--- src/rtl/lmalu_pkg.sv ---
// Shared types, widths and constant functions for the lattice modular ALU.
package lmalu_pkg;

   localparam int OP_W = 3;
   localparam int DATA_W = 15;
   localparam int LOW_W = 11;
   localparam int MOD_W = 15;

   localparam int DEF_MODULUS = 12289;
   localparam int DEF_WORD_BITS = 16;
   localparam int DEF_LOG_GAMMA = 10;

   // Montgomery unit register stages; end-to-end latency of the block
   localparam int MONT_STAGES = 4;
   localparam int LATENCY = 2 * MONT_STAGES + 4;

   typedef enum logic [OP_W-1:0] {
      OP_REDUCE    = 3'd0,
      OP_TO_POS    = 3'd1,
      OP_ADD       = 3'd2,
      OP_SUB       = 3'd3,
      OP_HALVE     = 3'd4,
      OP_MONT_MUL  = 3'd5,
      OP_FULL_MUL  = 3'd6,
      OP_DECOMPOSE = 3'd7
   } op_type;

   typedef struct packed {
      op_type                   op;
      logic signed [DATA_W-1:0] res;
      logic signed [LOW_W-1:0]  low;
   } side_type;

   // -Q^-1 mod 2^64 by Newton iteration; callers keep the low word
   function automatic longint unsigned lmalu_q0i(input longint unsigned q);
      longint unsigned inv;
      inv = q;
      for (int i = 0; i < 6; i++) begin
         inv = inv * (64'd2 - q * inv);
      end
      return 64'd0 - inv;
   endfunction

   // 2^(2*w) mod q by modular doubling
   function automatic longint unsigned lmalu_r2(input longint unsigned q, input int w);
      longint unsigned r;
      r = 64'd1;
      for (int i = 0; i < 2 * w; i++) begin
         r = r << 1;
         if (r >= q) begin
            r = r - q;
         end
      end
      return r;
   endfunction

endpackage

--- src/rtl/lmalu_mont.sv ---
// Four-stage Montgomery reduction core: s = ((x*y + m*Q) mod 2^2W) >> W.
module lmalu_mont #(
   parameter int MODULUS   = lmalu_pkg::DEF_MODULUS,
   parameter int WORD_BITS = lmalu_pkg::DEF_WORD_BITS,
   parameter int OP_BITS   = lmalu_pkg::MOD_W
) (
   input  logic                 clock,
   input  logic [OP_BITS-1:0]   x,
   input  logic [OP_BITS-1:0]   y,
   output logic [WORD_BITS-1:0] s
);
   import lmalu_pkg::*;

   localparam int DW = 2 * WORD_BITS;
   localparam int PW = 2 * OP_BITS;
   localparam int WW = DW + MOD_W;
   localparam logic [WORD_BITS-1:0] Q0I = WORD_BITS'(lmalu_q0i(longint'(MODULUS)));
   localparam logic [MOD_W-1:0] QV = MOD_W'(MODULUS);

   logic [PW-1:0]        xy_prod;
   logic [DW-1:0]        m_prod;
   logic [WW-1:0]        w_prod;
   logic [DW-1:0]        sum;

   logic [DW-1:0]        z_in, z_ff;
   logic [WORD_BITS-1:0] m_in, m_ff;
   logic [DW-1:0]        zm_ff;
   logic [DW-1:0]        w_in, w_ff;
   logic [DW-1:0]        zw_ff;
   logic [WORD_BITS-1:0] s_in, s_ff;

   always_comb begin
      xy_prod = PW'(x) * PW'(y);
      z_in    = xy_prod[DW-1:0];
      m_prod  = DW'(z_ff[WORD_BITS-1:0]) * DW'(Q0I);
      m_in    = m_prod[WORD_BITS-1:0];
      w_prod  = WW'(m_ff) * WW'(QV);
      w_in    = w_prod[DW-1:0];
      sum     = zw_ff + w_ff;
      s_in    = sum[DW-1:WORD_BITS];
   end

   always_ff @(posedge clock) begin
      z_ff  <= z_in;
      m_ff  <= m_in;
      zm_ff <= z_ff;
      w_ff  <= w_in;
      zw_ff <= zm_ff;
      s_ff  <= s_in;
   end

   assign s = s_ff;

endmodule

--- src/rtl/lattice_modular_alu_unit.sv ---
// Top level of the lattice modular ALU: pipelined arithmetic modulo a small prime.
//
// Usage: drive req_op, req_operand_a and req_operand_b and raise start; the
// transaction is taken at the rising edge where start is high and busy is
// low. busy is always low, so a new transaction can be issued every cycle.
// Each transaction produces one result: rsp_valid is high for exactly one
// cycle, with rsp_result and rsp_low_part (zero unless op is decompose).
// Throughput is one transaction per cycle. The pipeline is made of two
// chained four-stage Montgomery units (the full multiply needs both), plus
// input, pre-processing, mid correction and output registers; all other
// operations ride along the same pipeline so results stay in order.
// Reset (synchronous, active high) clears all valid bits; transactions in
// flight are dropped and no result appears until new work is issued.
// The receiver cannot stall: a result is presented once and is gone.
module lattice_modular_alu_unit #(
   parameter int MODULUS   = lmalu_pkg::DEF_MODULUS,
   parameter int WORD_BITS = lmalu_pkg::DEF_WORD_BITS,
   parameter int LOG_GAMMA = lmalu_pkg::DEF_LOG_GAMMA
) (
   input  logic                                   clock,
   input  logic                                   reset,
   input  logic                                   start,
   output logic                                   busy,
   input  logic [lmalu_pkg::OP_W-1:0]             req_op,
   input  logic signed [lmalu_pkg::DATA_W-1:0]    req_operand_a,
   input  logic signed [lmalu_pkg::DATA_W-1:0]    req_operand_b,
   output logic                                   rsp_valid,
   output logic signed [lmalu_pkg::DATA_W-1:0]    rsp_result,
   output logic signed [lmalu_pkg::LOW_W-1:0]     rsp_low_part
);
   import lmalu_pkg::*;

   localparam int OPW = (WORD_BITS > MOD_W) ? WORD_BITS : MOD_W;
   localparam int SW = OPW + 3;
   localparam int ALPHA_BITS = LOG_GAMMA + 1;
   localparam logic signed [SW-1:0] QS = SW'(MODULUS);
   localparam logic signed [SW-1:0] HALF = SW'(MODULUS / 2);
   localparam logic signed [SW-1:0] ONE_S = SW'(1);
   localparam logic signed [SW-1:0] ZERO_S = SW'(0);
   localparam logic [OPW-1:0] R2 = OPW'(lmalu_r2(longint'(MODULUS), WORD_BITS));

   function automatic logic signed [SW-1:0] center(input logic signed [SW-1:0] v);
      logic signed [SW-1:0] r;
      r = v;
      if (v > HALF) begin
         r = v - QS;
      end else if (v < -HALF) begin
         r = v + QS;
      end
      return r;
   endfunction

   logic accept;

   // stage 1: input register
   logic                     in_vld_ff;
   op_type                   in_op_ff;
   logic signed [DATA_W-1:0] in_a_ff, in_b_ff;

   // stage 2: non-multiply ops and multiplier operands
   logic                 pre_vld_ff;
   side_type             pre_in, pre_ff;
   logic [OPW-1:0]       x1_in, x1_ff, y1_in, y1_ff;
   logic signed [SW-1:0] ae, be, pos_a, pos_b, hv, val, lo_full;
   logic [WORD_BITS-1:0] xw, yw;

   // stages 3..6 and 8..11: side data alongside the Montgomery units
   side_type               d1_ff [MONT_STAGES];
   logic [MONT_STAGES-1:0] d1_vld_ff;
   side_type               d2_ff [MONT_STAGES];
   logic [MONT_STAGES-1:0] d2_vld_ff;
   logic [WORD_BITS-1:0]   s1, s2;

   // stage 7: first Montgomery correction
   logic                 mid_vld_ff;
   side_type             mid_in, mid_ff;
   logic [OPW-1:0]       x2_in, x2_ff;
   logic signed [SW-1:0] t1, tp1;

   // stage 12: output register
   logic                     out_vld_ff;
   logic signed [DATA_W-1:0] out_res_in, out_res_ff;
   logic signed [LOW_W-1:0]  out_low_ff;
   logic signed [SW-1:0]     t2, tp2;

   assign busy   = 1'b0;
   assign accept = start & ~busy;

   always_comb begin
      ae      = SW'(in_a_ff);
      be      = SW'(in_b_ff);
      pos_a   = (ae < ZERO_S) ? ae + QS : ae;
      pos_b   = (be < ZERO_S) ? be + QS : be;
      hv      = ae + (in_a_ff[0] ? QS : ZERO_S);
      lo_full = SW'(signed'(in_a_ff[LOG_GAMMA:0]));
      val     = ZERO_S;
      pre_in.op  = in_op_ff;
      pre_in.low = '0;
      case (in_op_ff)
         OP_REDUCE:    val = center(ae);
         OP_TO_POS:    val = pos_a;
         OP_ADD:       val = center(ae + be);
         OP_SUB:       val = center(ae - be);
         OP_HALVE:     val = hv >>> 1;
         OP_DECOMPOSE: begin
            val = (ae >>> ALPHA_BITS) + (in_a_ff[LOG_GAMMA] ? ONE_S : ZERO_S);
            pre_in.low = LOW_W'(lo_full);
         end
         default:      val = ZERO_S;
      endcase
      pre_in.res = DATA_W'(val);
      xw    = WORD_BITS'(pos_a);
      yw    = WORD_BITS'(pos_b);
      x1_in = OPW'(xw);
      y1_in = OPW'(yw);
   end

   lmalu_mont #(
      .MODULUS   (MODULUS),
      .WORD_BITS (WORD_BITS),
      .OP_BITS   (OPW)
   ) u_mont1 (
      .clock (clock),
      .x     (x1_ff),
      .y     (y1_ff),
      .s     (s1)
   );

   always_comb begin
      t1     = SW'(s1) - QS;
      tp1    = (t1 < ZERO_S) ? t1 + QS : t1;
      mid_in = d1_ff[MONT_STAGES-1];
      if (d1_ff[MONT_STAGES-1].op == OP_MONT_MUL) begin
         mid_in.res = DATA_W'(center(t1));
      end
      x2_in = tp1[OPW-1:0];
   end

   lmalu_mont #(
      .MODULUS   (MODULUS),
      .WORD_BITS (WORD_BITS),
      .OP_BITS   (OPW)
   ) u_mont2 (
      .clock (clock),
      .x     (x2_ff),
      .y     (R2),
      .s     (s2)
   );

   always_comb begin
      t2         = SW'(s2) - QS;
      tp2        = (t2 < ZERO_S) ? t2 + QS : t2;
      out_res_in = d2_ff[MONT_STAGES-1].res;
      if (d2_ff[MONT_STAGES-1].op == OP_FULL_MUL) begin
         out_res_in = DATA_W'(center(tp2));
      end
   end

   always_ff @(posedge clock) begin
      if (reset) begin
         in_vld_ff  <= 1'b0;
         pre_vld_ff <= 1'b0;
         d1_vld_ff  <= '0;
         mid_vld_ff <= 1'b0;
         d2_vld_ff  <= '0;
         out_vld_ff <= 1'b0;
      end else begin
         in_vld_ff  <= accept;
         pre_vld_ff <= in_vld_ff;
         d1_vld_ff  <= {d1_vld_ff[MONT_STAGES-2:0], pre_vld_ff};
         mid_vld_ff <= d1_vld_ff[MONT_STAGES-1];
         d2_vld_ff  <= {d2_vld_ff[MONT_STAGES-2:0], mid_vld_ff};
         out_vld_ff <= d2_vld_ff[MONT_STAGES-1];
      end
   end

   always_ff @(posedge clock) begin
      in_op_ff   <= op_type'(req_op);
      in_a_ff    <= req_operand_a;
      in_b_ff    <= req_operand_b;
      pre_ff     <= pre_in;
      x1_ff      <= x1_in;
      y1_ff      <= y1_in;
      d1_ff[0]   <= pre_ff;
      for (int i = 1; i < MONT_STAGES; i++) begin
         d1_ff[i] <= d1_ff[i-1];
      end
      mid_ff     <= mid_in;
      x2_ff      <= x2_in;
      d2_ff[0]   <= mid_ff;
      for (int i = 1; i < MONT_STAGES; i++) begin
         d2_ff[i] <= d2_ff[i-1];
      end
      out_res_ff <= out_res_in;
      out_low_ff <= d2_ff[MONT_STAGES-1].low;
   end

   assign rsp_valid    = out_vld_ff;
   assign rsp_result   = out_res_ff;
   assign rsp_low_part = out_low_ff;

endmodule

--- config.mk ---
export PLATFORM = sky130hd
export DESIGN_NAME = lattice_modular_alu_unit
export DESIGN_NICKNAME = d
export VERILOG_FILES = /design/src/rtl/lmalu_pkg.sv /design/src/rtl/lmalu_mont.sv /design/src/rtl/lattice_modular_alu_unit.sv
export SDC_FILE = /design/constraint.sdc
export NUM_CORES = 2
export LEC_CHECK = 0
export ABC_AREA = 1
export CAP_MARGIN = 20
export CORE_MARGIN = 2
export CORE_UTILIZATION = 31
export DETAILED_ROUTE_END_ITERATION = 12
export DONT_BUFFER_PORTS = 1
export PLACE_DENSITY = 0.55
export SLEW_MARGIN = 15
export SYNTH_ARGS = -nofsm -noshare
export SYNTH_HDL_FRONTEND = slang
export SYNTH_HIERARCHICAL = 1
export SYNTH_SLANG_ARGS = --single-unit
--- constraint.sdc ---
create_clock -name clock -period 7.6 [get_ports clock]
set_input_delay 1.14 -clock clock [delete_from_list [all_inputs] [get_ports clock]]
set_output_delay 1.14 -clock clock [all_outputs]
set_load 0.01 [all_outputs]
==> results.py <==
metrics = {
    "run_status": {
        "status": "finished, final reports clean",
    },
    "worst_setup_path": {
        "critical_path_class": "reg -> reg",
        "cp_slowest_cell": "dfxtp_1",
        "cp-start-kind": "flop",
        "cpMostUsedCell": "fa_1",
        "cp_max_fo": 16,
        "worstPathRequired_ns": 8.17,
        "cp_cell_sequence": "nand2_1, fa_1, fa_1, inv_1, fa_1, fa_1, fa_1, inv_1, fa_1, inv_1, ha_1, a21oi_1, a21boi_0, o21ai_0, nand2_1, nand3_1, xor2_1",
        "slowest_delay_ns": 0.83,
        "end_kind": "flop",
        "arrival_ns": 6.44,
    },
    "yosys": {
        "synth_area_leaders": "dfxtp_1, fa_1, ha_1",
        "synth_area_um2": 54630,
        "synth_top_cell_area_share_pct": 26.42,
        "synth_compound_area_share_pct": 6.365,
        "synth_cell_types": 65,
        "synth_mux_area_share_pct": 0,
        "synthXorXnorAreaFrac_pct": 4.026,
        "syn_inst": 6769,
        "synth_fa_ha_area_share_pct": 32.52,
        "seq_area_frac_synth_pct": 26.42,
        "ys_ff_latch": 721,
        "synth_top_family_by_area": "adder cells",
        "synthSimpleGateAreaFrac_pct": 20.24,
        "syn_area_per_cell_um2": 8.071,
        "yosysTopAreaCell": "dfxtp_1",
        "yosysWarnings": 6,
    },
    "final_layout": {
        "final_common_cell": "nand2_1",
        "fill_cells": 18380,
        "postLayoutCellArea_um2": 59820,
        "nNetsFinal": 7851,
        "layout_common_cells": "nand2_1, inv_1, dfxtp_1",
        "post-route-util_pct": 34.08,
        "drive_gt1_share_pct": 5.020,
        "syn2layout_area_growth_pct": 9.505,
    },
    "timing": {
        "period_share_pct": 77.27,
        "tightest_slew_ns": 1.184,
        "rsz0062_at_grt": "no",
        "finClkSkew_ns": 0.06184,
        "finalSetupTns_ns": 0,
        "relSlewSlack_pct": 21.05,
        "finalSetupViolations": 0,
        "fmax_mhz": 170.3,
        "drv_slew": 0,
        "whs_ns": 0.2855,
        "period_minus_slack_ns": 5.873,
        "hold_viol": 0,
    },
    "floorplanning": {
        "rows": 154,
        "die_y_um": 423.8,
        "die_x_um": 423.8,
        "io_pins": 64,
        "start_util_pct": 31.12,
        "core-area_um2": 175500,
        "dieArea_um2": 179600,
    },
    "drt": {
        "wirelength_um": 140900,
        "vias": 41480,
        "firstDrtPassIters": 5,
        "ant_nets": 0,
        "drt_iter0_markers": 2482,
        "drc": 0,
        "routedWlPerCell_um": 15.46,
        "via_per_inst": 4.550,
    },
    "placement": {
        "dpl_cell_area_um2": 57020,
        "port_buffers": 0,
        "dpl.hpwl_um": 116400,
        "place.gp.congestion": 0.9351,
    },
    "clock_network": {
        "ctsHtreeMaxLevel": 3,
        "cts-root-buf": "clkbuf_16",
        "cts_tree": "built",
        "clk_path_buf_depth": 3,
        "postCtsSetupRepairBufs": 0,
        "clk-insertion-delay-late_ns": 0.72,
        "numCtsBuffers": 78,
        "cts-resized-gates": 0,
        "path_clk_slew_ns": 0.06,
        "cts-hold-fix-buffers": 0,
        "clock_sinks": 721,
    },
    "global_routing": {
        "globalRouteTotalUtil_pct": 15.84,
        "first_global_vias": 42760,
        "grt_pass1_wl_um": 228500,
        "grt_overflow_total": 0,
        "grt_max_degree": 24,
        "antenna_found_initial": 0,
    },
    "run": {
        "maxCapViolCount": 0,
    },
    "worst_hold_path": {
        "hp-class": "reg -> reg",
    },
}
## cells in the mapped netlist (all sizes together)
cell     count
nand4       65
nand3      316
o31ai        6
a41oi        1
o211ai      22
o21ai      202
a211oi       6
a221oi       4
conb         2
a31oi       32
clkbuf     154
inv       1311
or3          1
a22oi        2
a211o        2
nor2       419
ha         588
a21boi       9
o21a        13
a31o         1
dfxtp      721
o2111ai      4
nand2     1673
xor2       197
nand2b       1
o21bai      31
o22ai        2
or2          9
fa         520
o311ai       1
a21o        27
clkinv       4
nor4        17
nor3        79
xnor2       43
and3         3
a2111oi      1
buf         23
nand3b      23
a21oi      234
## sequential cells by signal, summed over array words and instances, names as in the netlist, 29 cells and up
| name | cells |
|---|---|
| pre_ff | 29 |
| u_mont1/w_ff | 29 |
| u_mont2/zm_ff | 32 |
| u_mont1/zw_ff | 32 |
| u_mont2/w_ff | 29 |
| u_mont2/zw_ff | 32 |
| u_mont1/zm_ff | 32 |
| mid_ff | 29 |
| d2_ff | 116 |
| u_mont2/z_ff | 32 |
| d1_ff | 116 |
| u_mont1/z_ff | 32 |
## final timing paths
kind,startpoint,to,slack (ns),cells past startpoint
setup / recovery,x1_ff[13]$_DFF_P_,u_mont1/z_ff[25]$_DFF_P_,1.73,17
hold / removal,d1_ff[1][2]$_DFF_P_,d1_ff[2][2]$_DFF_P_,0.29,0
setup reg to reg,x1_ff[13]$_DFF_P_,u_mont1/z_ff[25]$_DFF_P_,1.73,17
hold reg to reg,d1_ff[1][2]$_DFF_P_,d1_ff[2][2]$_DFF_P_,0.29,0
## kinds of logic (layout without fill, tap and decap cells)
group                      after synthesis  in the layout
adders and majority gates             1108           1108
buffers and inverters                 1492           1481
DFF                                    721            721
and+or+nand+nor                       2606           2606
xor gates and xnor gates               240            240
AOI/OAI and AO/OA                      600            600
other                                    2             19
## worst max-delay path: cells and delay by family (launching register included)
family | cells | cell delay (ns)
AO/OA/AOI/OAI | 3 | 0.76
AND/OR/NAND/NOR | 3 | 0.35
XOR/XNOR | 1 | 0.15
flip-flops | 1 | 0.83
adder cells (fa/ha/maj) | 7 | 3.49
buffers and inverters | 3 | 0.14
## cell type report
| class | count | area, um2 | share of cell area, % |
|---|---|---|---|
| antenna | 2 | 5.005 | 0.008366 |
| clock buffer | 101 | 2138 | 3.574 |
| inverter | 1315 | 4938 | 8.255 |
| tap | 2340 | 2928 | 4.894 |
| multi-input combinational | 4571 | 34570 | 57.79 |
| clock inverter | 45 | 659.4 | 1.102 |
| timing repair buffer | 20 | 150.1 | 0.2510 |
| sequential | 721 | 14430 | 24.13 |
## layer usage
| metal | vias up | global-route usage [%] | routed length [um] |
|---|---|---|---|
| li1 | 20730 | - | - |
| met1 | 19730 | 20.57 | 64180 |
| met2 | 818 | 27.63 | 67620 |
| met3 | 197 | 1.914 | 5598 |
| met4 | 0 | 4.276 | 3476 |
| met5 | - | 0 | 0 |
## stage by stage
step	cells	setup WS [ns]
after global placement	8967	1.753
after global routing	9113	1.390
final	9115	1.727
after floorplan	6784	2.250
after detailed placement	8967	1.728
after CTS	9113	1.726
Power is left out: the tool's default activity adds up to more than one toggle a clock period on the data nets, which glitch-free logic cannot reach.
